`config.mk`:
```
export PLATFORM = sky130hd
export DESIGN_NAME = http_response_completion_detector_flat
export DESIGN_NICKNAME = d
export VERILOG_FILES = /design/src/rtl/core/hrcd_pkg.sv /design/src/rtl/core/hrcd_stream_if.sv /design/src/rtl/core/http_response_completion_detector.sv /design/src/flat_wrapper.sv
export SDC_FILE = /design/constraint.sdc
export NUM_CORES = 1
export LEC_CHECK = 0
export ABC_AREA = 0
export BUFFER_PORTS_ARGS = -buffer_cell sky130_fd_sc_hd__buf_2
export CORE_AREA = 2 2 39 41
export DETAILED_ROUTE_END_ITERATION = 10
export DIE_AREA = 0 0 41 43
export PLACE_DENSITY_LB_ADDON = 0.15
export SETUP_SLACK_MARGIN = 0.05
export SYNTH_ARGS = -nofsm -noshare
export SYNTH_HDL_FRONTEND = slang
export SYNTH_SLANG_ARGS = --single-unit
```
`constraint.sdc`:
```
create_clock -name clk_i -period 1.7 [get_ports clk_i]
set_input_delay 0.085 -clock clk_i [delete_from_list [all_inputs] [get_ports clk_i]]
set_output_delay 0.085 -clock clk_i [all_outputs]
set_load 0.005 [all_outputs]
```
`src/rtl/core/hrcd_pkg.sv`:
```
// Types, constants and helper functions of the HTTP response completion detector.
package hrcd_pkg;

  localparam int unsigned LengthBitsDefault = 32;
  localparam int unsigned KeyLen = 15;
  localparam int unsigned OutLenBits = 32;

  localparam logic [2:0] TermDone = 3'd4;

  localparam logic [7:0] ChCr    = 8'h0D;
  localparam logic [7:0] ChLf    = 8'h0A;
  localparam logic [7:0] ChSpace = 8'h20;
  localparam logic [7:0] ChTab   = 8'h09;
  localparam logic [7:0] ChPlus  = 8'h2B;
  localparam logic [7:0] ChMinus = 8'h2D;
  localparam logic [7:0] ChZero  = 8'h30;
  localparam logic [7:0] ChNine  = 8'h39;
  localparam logic [7:0] ChUpA   = 8'h41;
  localparam logic [7:0] ChUpZ   = 8'h5A;

  typedef enum logic [1:0] {
    VpNone   = 2'd0,
    VpBlank  = 2'd1,
    VpSign   = 2'd2,
    VpDigits = 2'd3
  } value_phase_e;

  typedef struct packed {
    logic [7:0] data_byte;
    logic       first_byte;
  } hrcd_in_t;

  typedef struct packed {
    logic                  complete;
    logic                  header_done;
    logic                  length_found;
    logic [OutLenBits-1:0] body_length;
  } hrcd_out_t;

  // Characters of "content-length:", indexed from the first one.
  function automatic logic [7:0] key_char(input logic [3:0] idx);
    logic [7:0] ch;
    unique case (idx)
      4'd0:    ch = 8'h63; // c
      4'd1:    ch = 8'h6F; // o
      4'd2:    ch = 8'h6E; // n
      4'd3:    ch = 8'h74; // t
      4'd4:    ch = 8'h65; // e
      4'd5:    ch = 8'h6E; // n
      4'd6:    ch = 8'h74; // t
      4'd7:    ch = 8'h2D; // -
      4'd8:    ch = 8'h6C; // l
      4'd9:    ch = 8'h65; // e
      4'd10:   ch = 8'h6E; // n
      4'd11:   ch = 8'h67; // g
      4'd12:   ch = 8'h74; // t
      4'd13:   ch = 8'h68; // h
      4'd14:   ch = 8'h3A; // :
      default: ch = 8'h00;
    endcase
    return ch;
  endfunction

  function automatic logic [7:0] to_lower(input logic [7:0] c);
    logic [7:0] r;
    if (c >= ChUpA && c <= ChUpZ) begin
      r = c + 8'd32;
    end else begin
      r = c;
    end
    return r;
  endfunction

endpackage

```
`src/rtl/core/hrcd_stream_if.sv`:
```
// Valid/ready stream channel that carries one payload item per handshake.
interface hrcd_stream_if #(
  parameter type payload_t = logic
) ();
  logic     valid;
  logic     ready;
  payload_t payload;

  modport source (output valid, output payload, input ready);
  modport sink (input valid, input payload, output ready);
endinterface

```
`src/rtl/core/http_response_completion_detector.sv`:
```
// HTTP/1.1 response completion detector with Content-Length framing.
// A result is registered from the input register when the output can advance.
// Throughput: one item per cycle unless out_o stalls; each byte's state update
// is combinational between the input register and the result register.
// Reset: rst_ni clears all parse state and both valid flags asynchronously.
module http_response_completion_detector import hrcd_pkg::*; #(
  parameter int unsigned LengthBits = LengthBitsDefault
) (
  input  logic            clk_i,
  input  logic            rst_ni,
  hrcd_stream_if.sink     in_i,
  hrcd_stream_if.source   out_o
);

  localparam int unsigned WideBits = LengthBits + 4;

  logic      in_valid_q;
  hrcd_in_t  in_q;
  logic      out_valid_q;
  hrcd_out_t out_q;
  hrcd_out_t out_d;
  logic      advance;
  logic      step;

  logic [2:0]            term_q, term_d;
  logic [3:0]            key_q, key_d;
  value_phase_e          phase_q, phase_d;
  logic                  key_seen_q, key_seen_d;
  logic                  minus_q, minus_d;
  logic [LengthBits-1:0] plen_q, plen_d;
  logic                  hdr_q, hdr_d;
  logic [LengthBits-1:0] body_q, body_d;
  logic                  done_q, done_d;

  assign advance     = !out_valid_q || out_o.ready;
  assign step        = in_valid_q && advance;
  assign in_i.ready  = !in_valid_q || advance;
  assign out_o.valid = out_valid_q;
  assign out_o.payload = out_q;

  always_comb begin
    logic [7:0]            c;
    logic [7:0]            lc;
    logic                  is_digit;
    logic [WideBits-1:0]   ext;
    logic [WideBits-1:0]   sum;
    logic [LengthBits-1:0] shown;
    logic [63:0]           shown_wide;

    c        = in_q.data_byte;
    lc       = to_lower(c);
    is_digit = (c >= ChZero) && (c <= ChNine);

    term_d     = term_q;
    key_d      = key_q;
    phase_d    = phase_q;
    key_seen_d = key_seen_q;
    minus_d    = minus_q;
    plen_d     = plen_q;
    hdr_d      = hdr_q;
    body_d     = body_q;
    done_d     = done_q;

    if (in_q.first_byte) begin
      term_d     = '0;
      key_d      = '0;
      phase_d    = VpNone;
      key_seen_d = 1'b0;
      minus_d    = 1'b0;
      plen_d     = '0;
      hdr_d      = 1'b0;
      body_d     = '0;
      done_d     = 1'b0;
    end

    // Next length if this byte is a digit, saturating at the all-ones value.
    ext = WideBits'(plen_d);
    sum = (ext << 3) + (ext << 1) + WideBits'(c - ChZero);

    if (!done_d) begin
      if (!hdr_d) begin
        if (phase_d != VpNone) begin
          if (phase_d == VpBlank && (c == ChSpace || c == ChTab)) begin
            phase_d = VpBlank;
          end else if (phase_d == VpBlank && c == ChPlus) begin
            phase_d = VpSign;
          end else if (phase_d == VpBlank && c == ChMinus) begin
            minus_d = 1'b1;
            phase_d = VpSign;
          end else if (is_digit) begin
            if (sum[WideBits-1:LengthBits] != '0) begin
              plen_d = '1;
            end else begin
              plen_d = sum[LengthBits-1:0];
            end
            phase_d = VpDigits;
          end else begin
            phase_d = VpNone;
          end
        end else if (!key_seen_d) begin
          if (key_d < 4'(KeyLen) && lc == key_char(key_d)) begin
            key_d = key_d + 4'd1;
          end else if (lc == key_char(4'd0)) begin
            key_d = 4'd1;
          end else begin
            key_d = 4'd0;
          end
          if (key_d >= 4'(KeyLen)) begin
            key_seen_d = 1'b1;
            phase_d    = VpBlank;
          end
        end

        if (c == ChCr) begin
          term_d = (term_d == 3'd2) ? 3'd3 : 3'd1;
        end else if (c == ChLf) begin
          if (term_d == 3'd1) begin
            term_d = 3'd2;
          end else if (term_d == 3'd3) begin
            term_d = TermDone;
          end else begin
            term_d = 3'd0;
          end
        end else begin
          term_d = 3'd0;
        end

        if (term_d == TermDone) begin
          hdr_d   = 1'b1;
          phase_d = VpNone;
          if (!key_seen_d || minus_d || plen_d == '0) begin
            done_d = 1'b1;
          end
        end
      end else begin
        if (!(&body_d)) begin
          body_d = body_d + LengthBits'(1);
        end
        if (body_d >= plen_d) begin
          done_d = 1'b1;
        end
      end
    end

    shown      = minus_d ? '0 : plen_d;
    shown_wide = 64'(shown);

    out_d.complete     = done_d;
    out_d.header_done  = hdr_d;
    out_d.length_found = key_seen_d;
    if (shown_wide > 64'h0000_0000_FFFF_FFFF) begin
      out_d.body_length = '1;
    end else begin
      out_d.body_length = shown_wide[OutLenBits-1:0];
    end
  end

  always_ff @(posedge clk_i or negedge rst_ni) begin
    if (!rst_ni) begin
      in_valid_q  <= 1'b0;
      out_valid_q <= 1'b0;
      term_q      <= '0;
      key_q       <= '0;
      phase_q     <= VpNone;
      key_seen_q  <= 1'b0;
      minus_q     <= 1'b0;
      plen_q      <= '0;
      hdr_q       <= 1'b0;
      body_q      <= '0;
      done_q      <= 1'b0;
    end else begin
      if (in_i.valid && in_i.ready) begin
        in_valid_q <= 1'b1;
      end else if (step) begin
        in_valid_q <= 1'b0;
      end

      if (step) begin
        out_valid_q <= 1'b1;
      end else if (out_o.ready) begin
        out_valid_q <= 1'b0;
      end

      if (step) begin
        term_q     <= term_d;
        key_q      <= key_d;
        phase_q    <= phase_d;
        key_seen_q <= key_seen_d;
        minus_q    <= minus_d;
        plen_q     <= plen_d;
        hdr_q      <= hdr_d;
        body_q     <= body_d;
        done_q     <= done_d;
      end
    end
  end

  // Payload registers carry no reset.
  always_ff @(posedge clk_i) begin
    if (in_i.valid && in_i.ready) begin
      in_q <= in_i.payload;
    end
    if (step) begin
      out_q <= out_d;
    end
  end

endmodule
```
`src/flat_wrapper.sv`:
```
// flat-port wrapper written by rule: the top's interface ports become plain ports
module http_response_completion_detector_flat import hrcd_pkg::*;
#(
  parameter int unsigned LengthBits = LengthBitsDefault
)
  (clk_i, rst_ni, in_i_valid, in_i_payload, in_i_ready, out_o_valid, out_o_payload, out_o_ready);
  hrcd_stream_if in_i_i ();
  hrcd_stream_if out_o_i ();
  input  logic clk_i;
  input  logic rst_ni;
  input wire logic [$bits(in_i_i.valid)-1:0] in_i_valid;
  input wire logic [$bits(in_i_i.payload)-1:0] in_i_payload;
  output wire logic [$bits(in_i_i.ready)-1:0] in_i_ready;
  output wire logic [$bits(out_o_i.valid)-1:0] out_o_valid;
  output wire logic [$bits(out_o_i.payload)-1:0] out_o_payload;
  input wire logic [$bits(out_o_i.ready)-1:0] out_o_ready;
  assign in_i_i.valid = in_i_valid;
  assign in_i_i.payload = in_i_payload;
  assign in_i_ready = in_i_i.ready;
  assign out_o_valid = out_o_i.valid;
  assign out_o_payload = out_o_i.payload;
  assign out_o_i.ready = out_o_ready;
  http_response_completion_detector #(.LengthBits(LengthBits)) u_core (.clk_i(clk_i), .rst_ni(rst_ni), .in_i(in_i_i), .out_o(out_o_i));
endmodule
```
==> flow_metrics.tcl <==
set metrics [dict create \
    fp.dieW_microns 41 \
    final_hold_violating_endpoints 0 \
    postRouteWirelength_microns 363 \
    drv.max_cap_violation_count 0 \
    total_power_mw 0.330 \
    final.setup_skew_ns 0.00732 \
    timing.critical_path.to_type "output port" \
    grt_use_total_pct 6.17 \
    synthDominantAreaCellType "dfrtp_1" \
    synth_cell_type_count 8 \
    grt_first_pass_wirelength_microns 648 \
    synth.yosys.seq_area_share_pct 70.3 \
    cell_internal_pwr_mw 0.262 \
    timing.rr.start "u_core.out_o.valid" \
    ys.warnings.count 0 \
    min-delay-path-class "in -> reg" \
    cts_resized 0 \
    cpMaxStageDelayCell "dfrtp_1" \
    detailedPlace.worstSlack_ns 0.733 \
    rsz0062_at_grt "no" \
    holdPathEnd "u_core.in_valid_q" \
    worstPathMaxFanout 5 \
    share_clk_of_total_power_pct 42.8 \
    timing.final.crit_share_pct 57.4 \
    ctsHoldBuffers 1 \
    hold-path-cell-count 2 \
    top_layer_used "met3" \
    vias 163 \
    comb_power_share_pct 7.9 \
    clock-root-buffer "clkbuf_4" \
    met1_wire_length_microns 148 \
    worst_pin_slew_ns 0.148 \
    place_hpwl_microns 284 \
    finalSetupViolations 0 \
    worst_relative_slew_slack_pct 90.1 \
    share_seq_of_total_power_pct 49.2 \
    grt_remaining_overflow 0 \
    clock_insertion_delay_worst_skew_ns 0.24 \
    placement_rows 14 \
    via_density_per_instance 3.54 \
    postSynthCellCount 17 \
    dr.pass1.iters 5 \
    cts-buffers-inserted 3 \
    total_clock_sinks 6 \
    design.die.area_sq_um 1760 \
    r2r_end "u_core.out_o.payload" \
    syn-num-nets 22 \
    via_count_of_the_first_global_routing_pass 161 \
    cts_setup_buffers 0 \
    grt_start_max_net_pins 6 \
    synth_area_per_cell_sq_um 13.4 \
    outcome "finished clean" \
    switching_share_pct 20.6 \
    worst_setup_start_kind "flop" \
    drt_drc_violations_left 0 \
    placeableCoreArea_sq_um 1380 \
    utilization_pct 23.8 \
    finish.net_count 36 \
    minimum_period_implied_by_the_final_worst_setup_slack_ns 0.975 \
    syn_area_sq_um 228 \
    cts-htree-levels 1 \
    route.met3.wl_microns 38 \
    min_from "in_i_valid" \
    fin_tns_setup_ns 0 \
    synth_largest_type_area_fraction_pct 44.0 \
    remaining_antenna_violation_count 0 \
    reg2reg_setup_slack_ns 0.74 \
    signal_arrival_time_at_the_worst_endpoint_ns 0.89 \
    detailedRoute.firstIterationViolations 8 \
    p_leak_nw 0.144 \
    wl_per_cell_microns 7.89 \
    ios 8 \
    slew_viol_final 0 \
    cpPeakStageDelay_ns 0.40 \
    cts_tree "yes" \
    path_class "reg -> out" \
    cts.clk_slew.worst_paths_ns 0.04 \
    crit_required_ns 1.62 \
    antenna_violations_before_repair 0 \
    timing.final.ws_setup_ns 0.725 \
    synth_seq_cells 6 \
    num_antenna_cells 0 \
    timing.critical_path.cells "nand3b_2 -> buf_2" \
    switchingPower_mw 0.0680 \
    die_y_microns 43 \
    cts-root-to-sink-buffers 2 \
    buffer_ports.inserted 7 \
    yosys-top-cells-area "dfrtp_1, edfxtp_1, nand2b_1" \
    routed-wl-met2_microns 175 \
    post_dp_cell_area_sq_um 283 \
    reg2regPathDepth 2 \
    initial_core_util_pct 16.5 \
    area_growth_syn_to_layout_pct 44.5 \
    postLayoutCellArea_sq_um 329 \
    layout-drive-gt1-share_pct 36.7 \
    power-per-cell-area_nw_per_um2 1000 \
    finalWeightedCongestion 0.610 \
    maximum_resistive_drop_on_vdd_v 0.000304 \
    timing.fmax_mhz 1030 \
]
==> power by group through the flow <==
stage / Combinational (mW) / Clock, mW / Sequential [mW]
2_1_floorplan: 0.0103 / 0 / 0.164
3_3_place_gp: 0.0236 / 0 / 0.165
3_5_place_dp: 0.0233 / 0 / 0.165
4_1_cts: 0.0254 / 0.150 / 0.162
5_1_grt: 0.0302 / 0.158 / 0.163
6_report: 0.0261 / 0.141 / 0.162
==> layout by cell type (no fill, tap or decap) <==
master and instances:
buf_2 7, edfxtp_1 2, a31oi_1 2, dfrtp_1 4
clkbuf_1 1, clkbuf_4 3, dlygate4sd3_1 2, nor3_1 1
nand2b_1 3, inv_1 2, nand3b_2 1, and2_1 2
==> per-stage QoR <==
| step | cells | hold WS, ns |
|---|---|---|
| after floorplan | 17 | -0.211 |
| after global placement | 40 | -0.100 |
| after detailed placement | 40 | -0.106 |
| after CTS | 45 | 0.000802 |
| after global routing | 46 | 0.0702 |
| final | 46 | 0.0418 |
==> cell families after synthesis <==
| logic type | synth area share (%) |
|---|---|
| flops | 70.3 |
| buf+inv | 3.30 |
| simple gates | 20.9 |
| compound gates | 5.49 |
==> state kept, by name, summed over array words and instances (netlist names) <==
name and cells:
u_core.out_o.valid 1, u_core.minus_q 1, u_core.out_o.payload 1, u_core.in_valid_q 1, u_core.plen_q 1, u_core.in_q 1
==> layer usage <==
| layer | global-route usage [%] | vias up |
|---|---|---|
| li1 | - | 82 |
| met1 | 6.60 | 75 |
| met2 | 7.19 | 6 |
| met3 | 3.14 | 0 |
| met4 | 8.00 | 0 |
| met5 | 0 | - |
==> synth_stat cells <==
cell type and count:
a31oi_1 2, and2_1 2, dfrtp_1 4, edfxtp_1 2, inv_1 2, nand2b_1 3
nand3b_2 1, nor3_1 1
==> how the worst max path moves through the flow <==
stage                        from                    to  slack (ns)  depth (start not counted)
6_report        u_core.in_valid_q            in_i_ready        0.72                          2
5_1_grt         u_core.in_valid_q            in_i_ready        0.68                          2
4_1_cts         u_core.in_valid_q            in_i_ready        0.70                          2
3_5_place_dp   u_core.out_o.valid  u_core.out_o.payload        0.73                          2
3_3_place_gp   u_core.out_o.valid  u_core.out_o.payload        0.74                          2
2_1_floorplan  u_core.out_o.valid  u_core.out_o.payload        0.77                          2
==> layout make-up <==
cell class                      count  area [sq um]
Inverter                            2          7.51
Timing Repair Buffer                9          55.1
Fill cell                         158          1050
Multi-Input combinational cell      9          60.1
Clock buffer                        4          26.3
Sequential cell                     6           160
Tap cell                           16          20.0
==> worst max-delay path, delay by kind of cell, from the launching register on <==
family	cells	cell delay, ns
buffers and inverters	1	0.14
DFF	1	0.40
and+or+nand+nor	1	0.11
No activity file was read; power rests on OpenSTA's default activity.
